`config.mk`:
```
export PLATFORM = sky130hd
export DESIGN_NAME = ddwsl_mul
export DESIGN_NICKNAME = d
export VERILOG_FILES = /design/src/hdl/ddwsl_mul.sv
export SDC_FILE = /design/constraint.sdc
export NUM_CORES = 2
export LEC_CHECK = 0
export CAP_MARGIN = 20
export CORE_MARGIN = 4
export CORE_UTILIZATION = 45
export CTS_CLUSTER_DIAMETER = 30
export DETAILED_ROUTE_END_ITERATION = 6
export DONT_BUFFER_PORTS = 1
export HOLD_SLACK_MARGIN = 0.03
export PLACE_DENSITY = 0.63
export SKIP_LAST_GASP = 1
export SLEW_MARGIN = 15
export SYNTH_ARGS = -nofsm -noshare
export SYNTH_HDL_FRONTEND = slang
export SYNTH_SLANG_ARGS = --single-unit
```
`constraint.sdc`:
```
create_clock -name clk -period 14.72 [get_ports clk]
set_input_delay 1.472 -clock clk [delete_from_list [all_inputs] [get_ports clk]]
set_output_delay 1.472 -clock clk [all_outputs]
set_load 0.005 [all_outputs]
```
`src/hdl/ddwsl_mul.sv`:
```
// two-stage unsigned multiplier, operand a split into two partial products
// no dependencies
`timescale 1ns / 1ps

module ddwsl_mul #(
    parameter int AW = 40,
    parameter int BW = 37
) (
    input  logic          clk,
    input  logic [AW-1:0] a,
    input  logic [BW-1:0] b,
    output logic [AW+BW-1:0] p
);

    localparam int LW = (AW + 1) / 2;
    localparam int HW = AW - LW;

    logic [LW+BW-1:0] lo_reg;
    logic [HW+BW-1:0] hi_reg;
    logic [AW+BW-1:0] p_reg;

    // partial products, then the shifted sum
    always_ff @(posedge clk)
    begin
        lo_reg <= (LW+BW)'(a[LW-1:0]) * (LW+BW)'(b);
        hi_reg <= (HW+BW)'(a[AW-1:LW]) * (HW+BW)'(b);
        p_reg  <= (AW+BW)'(lo_reg) + ((AW+BW)'(hi_reg) << LW);
    end

    assign p = p_reg;

endmodule

```
# After elaboration in Yosys (flattened, before gate mapping)
# Cells that the tools add are included.
# word_totals
reg_bits,191
latch_bits,0
ramBits,0
mem_bits_ro,0
in_bits,78
out_inout_bits,77
word_cells,6
memories,0
# op_classes
add_sub_neg,1
multipliers,2
div_mod_pow,0
magnitude_cmp,0
eq_ne,0
shifts,0
muxes,0
n_bitwise,0
reduce_logical,0
# op_table
cell,n
multiplier 20 x 37 -> 57 bit,2
adder 57 x 77 -> 77 bit,1

# Logic depth before layout (Yosys ltp)
# depth
word_depth,1
ltp_mapped,29
depth_no_buf,26

# Worst setup path after synthesis
# Ideal clock, no wire load.
# synth_path
path_type,input port to flip-flop
startpoint,input a[31]
endpoint,register hi_reg[56]
setup_ns,0.123
t_arrival_ns,7.844
required_ns,14.597
path_slack_ns,6.753
cell_stages,27
path_buffers,3
cell_sequence,clkbuf_1 clkbuf_1 nand2_1 fa_1 inv_1 fa_1 inv_1 fa_1 inv_1 fa_1 fa_1 fa_1 inv_1 fa_1 inv_1 ha_1 clkbuf_1 nand2_1 o21ai_1 or3_1 o21ai_0 a21oi_1 a311o_1 nand3_1 o41ai_1 o221ai_1 xnor2_1
# synth_via
elab_chain_cells,1
# synth_rtl
element,line_no,rtl
from (decl),10,"input logic [AW-1:0] a,"
multiplier 20 x 37 -> 57 bit,26,hi_reg <= (HW+BW)'(a[AW-1:LW]) * (HW+BW)'(b);
to (signal assigned),26,
to (decl),19,logic [HW+BW-1:0] hi_reg;
# Every way passes these cells.

# Worst setup path in the final report
# layout_path
startpoint,input b[10]
endpoint,register lo_reg[31]
# layout_via
elab_chain_cells,1
# layout_rtl
element,line_no,rtl
from (decl),11,"input logic [BW-1:0] b,"
multiplier 20 x 37 -> 57 bit,25,lo_reg <= (LW+BW)'(a[LW-1:0]) * (LW+BW)'(b);
to (signal assigned),25,
to (decl),18,logic [LW+BW-1:0] lo_reg;
# Every way passes these cells.

==> impl_metrics.py <==
metrics = {
    "timing": {
        "fmax_ghz": 0.1220,
        "fin_crit_sh": 0.5570,
        "fin_crit_ns": 8.199,
        "setup_violations": 0,
        "hold_ws_ns": 0.3252,
        "skew_ns": 0.03475,
        "worst_pin_slew_ns": 0.8933,
        "hold_viol_final": 0,
        "totalNegativeSetupSlack_ns": 0,
        "rsz0062_at_grt": "false",
        "finalMaxSlewViolations": 0,
        "slew_headroom": 0.4002,
    },
    "logic_synthesis": {
        "synth_flop_cell": "dfxtp_1",
        "synth_top_area_frac": 0.4690,
        "yosysWarningCount": 0,
        "synth_cell_types": 72,
        "syn_nets": 7699,
        "yosysTopAreaCell": "fa_1",
        "async_flop_share": 0,
        "syn_avg_cell_area_um2": 8.919,
        "synth_area_leaders": "fa_1, inv_1, ha_1, and2_1, dfxtp_1",
        "ys_seq_area_frac": 0.07149,
        "syn_area_um2": 53490,
        "ys_seq_elements": 191,
        "syn_inst": 5997,
        "synth_edf_count": 0,
    },
    "cells_and_area": {
        "largest_reg_flops": 77,
        "syn2layout_area_growth_pct": 2.321,
        "drive_above_1_share": 0.008988,
        "nets": 7363,
        "fillers": 11350,
    },
    "detailed_routing": {
        "ant_nets": 0,
        "post_drt_wl_per_cell_um": 20.00,
        "drc_errors": 0,
        "viasPerCell": 5.324,
        "via_count": 38420,
        "wl_mm": 144.3,
        "dr.pass1.iters": 5,
        "drt_iter0_markers": 2590,
    },
    "die": {
        "dieWidth_um": 352.8,
        "initial_core_util": 0.4530,
        "die_height_um": 352.8,
        "num_rows": 126,
        "io_pins": 155,
        "die-area_um2": 124400,
        "fp.coreArea_um2": 118100,
    },
    "global_route": {
        "grt_max_degree": 41,
        "grt_pass1_wl_mm": 236.3,
        "grt_usage": 0.2423,
        "antenna_found_initial": 8,
        "grt_pass1_vias": 42440,
        "overflow": 0,
    },
    "clocking": {
        "cts_tree": "done",
        "clkSlewWorstSetupHoldPaths_ns": 0.09,
        "cts_resized": 0,
        "clk_path_buf_depth": 2,
        "cts_setup_buffers": 0,
        "cts-hold-fix-buffers": 0,
        "clk_latency_ns": 0.54,
        "clock_sinks": 191,
        "htreeDepth": 4,
        "cts_buffers": 17,
        "root_buffer": "clkbuf_16",
    },
    "worst_setup_path": {
        "path_cells": "and2_1 -> fa_1 -> fa_1 -> inv_1 -> fa_1 -> inv_1 -> fa_1 -> inv_1 -> fa_1 -> inv_1 -> fa_1 -> inv_1 -> fa_1 -> inv_1 -> ha_1 -> nand2_1 -> o21ai_1 -> a31o_2 -> a21oi_2 -> o211ai_1 -> a41oi_1 -> o21ai_0 -> a21oi_1 -> xnor2_1",
        "crit_fanout": 40,
        "crit_end": "lo_reg[31]$_DFF_P_",
        "path_depth": 24,
        "cp_num_buf_inv": 6,
        "reg2reg_depth": 11,
        "critPathMaxStageDelay_ns": 0.65,
        "r2r_start": "lo_reg[44]$_DFF_P_",
        "cpMaxStageDelayCell": "o21ai_0",
        "crit_required_ns": 15.06,
        "arrival_ns": 8.53,
        "r2r_end": "p[73]$_DFF_P_",
        "cp_top_family": "adder cells",
        "path_class": "in2reg",
        "ff2ff_setup_slack_ns": 10.87,
        "critPathMostFrequentCell": "fa_1",
        "critPathCaptureType": "flop",
        "worstSetupStartpointType": "input pin",
        "crit_start": "b[10]",
    },
    "hold_path": {
        "hold_path.class": "reg2reg",
        "hp-start": "lo_reg[13]$_DFF_P_",
        "min_path_cells": 0,
    },
    "placement": {
        "portBuffers": 0,
        "place_congestion": 0.9559,
        "hpwlAfterDp_mm": 110.1,
    },
    "status": {
        "outcome": "finished clean",
    },
    "run": {
        "maxCapViolCount": 0,
    },
}
[logic make-up after synthesis]
| logic type | Yosys count | share of synthesized area |
|---|---|---|
| and+or+nand+nor | 1831 | 0.1677 |
| buffers and inverters | 1696 | 0.1191 |
| adders and majority gates | 1624 | 0.5558 |
| AOI/OAI and AO/OA | 488 | 0.05855 |
| DFF | 191 | 0.07149 |
| xor gates and xnor gates | 166 | 0.02718 |
| muxes | 1 | 0.0001872 |
[cells in the mapped netlist, types with 66 or more instances]
master	n
a21o_1	83
a21oi_1	169
and2_1	690
clkbuf_1	331
dfxtp_1	191
fa_1	1253
ha_1	371
inv_1	1340
nand2_1	908
nor2_1	71
o21ai_0	66
xnor2_1	106
[layout make-up]
cell class                      instances  area (µm²)  area share
Multi-Input combinational cell       4110       43290      0.7910
Inverter                             1340        5030     0.09191
Sequential cell                       191        3824     0.06987
Tap cell                             1536        1922     0.03512
Clock buffer                           17       425.4    0.007773
Clock inverter                         15       210.2    0.003841
Antenna cell                            7       17.52   0.0003201
Timing Repair Buffer                    1       7.507   0.0001372
[worst reg2reg max path, cell delays in order (launching register included)]
cell and delay, ns:
dfxtp_1 0.51, ha_1 0.35, a21o_1 0.18, a21o_1 0.17, a21oi_1 0.22, o221ai_1 0.31, nor4_1 0.69, nor2_1 0.23
and3_1 0.27, a311o_1 0.53, nand3_1 0.18, xnor2_1 0.14
[per-stage QoR]
stage	util	instances	area (µm²)	setup WS (ns)
after floorplan	-	5997	53490	6.753
after global placement	0.4579	7178	54070	6.090
after detailed placement	0.4579	7178	54070	6.104
after CTS	0.4633	7210	54710	6.651
after global routing	0.4633	7211	54710	6.231
final	0.4635	7217	54730	6.521
[worst min-delay path by stage]
stage | slack, ns | end
after CTS | 0.33 | p[13]$_DFF_P_
final | 0.33 | p[13]$_DFF_P_
after global placement | 0.31 | p[6]$_DFF_P_
after floorplan | 0.31 | p[0]$_DFF_P_
after detailed placement | 0.31 | p[15]$_DFF_P_
after global routing | 0.34 | p[1]$_DFF_P_
[cell usage in the layout, fill, tap and decap left out, types with 5 or more instances in the layout]
cell type / instances
a211o_1: 5
a211oi_1: 8
a21o_1: 83
a21oi_1: 169
a31oi_1: 7
a41oi_1: 7
and2_1: 690
and3_1: 18
clkbuf_16: 17
dfxtp_1: 191
diode_2: 7
fa_1: 1253
ha_1: 371
inv_1: 1340
nand2_1: 908
nand2b_1: 10
nand3_1: 37
nand4_1: 39
nor2_1: 71
nor2b_1: 13
nor3_1: 15
nor3b_1: 5
nor4_1: 6
o211ai_1: 11
o21a_1: 22
o21ai_0: 66
o21ai_1: 22
o21bai_1: 29
o221ai_1: 5
or2_2: 5
xnor2_1: 106
xor2_1: 60
[per-layer routing]
layer / vias up / wire length [µm] / global-route usage / share of wire
li1: 16890 / - / - / -
met1: 20040 / 59840 / 0.3154 / 0.41
met2: 1242 / 68330 / 0.4011 / 0.47
met3: 255 / 10280 / 0.04845 / 0.071
met4: 0 / 5899 / 0.09168 / 0.041
met5: - / 0 / 0 / 0
Power is not shown: default switching activity piles up to over one toggle a cycle in this logic, so the estimate is an artifact.
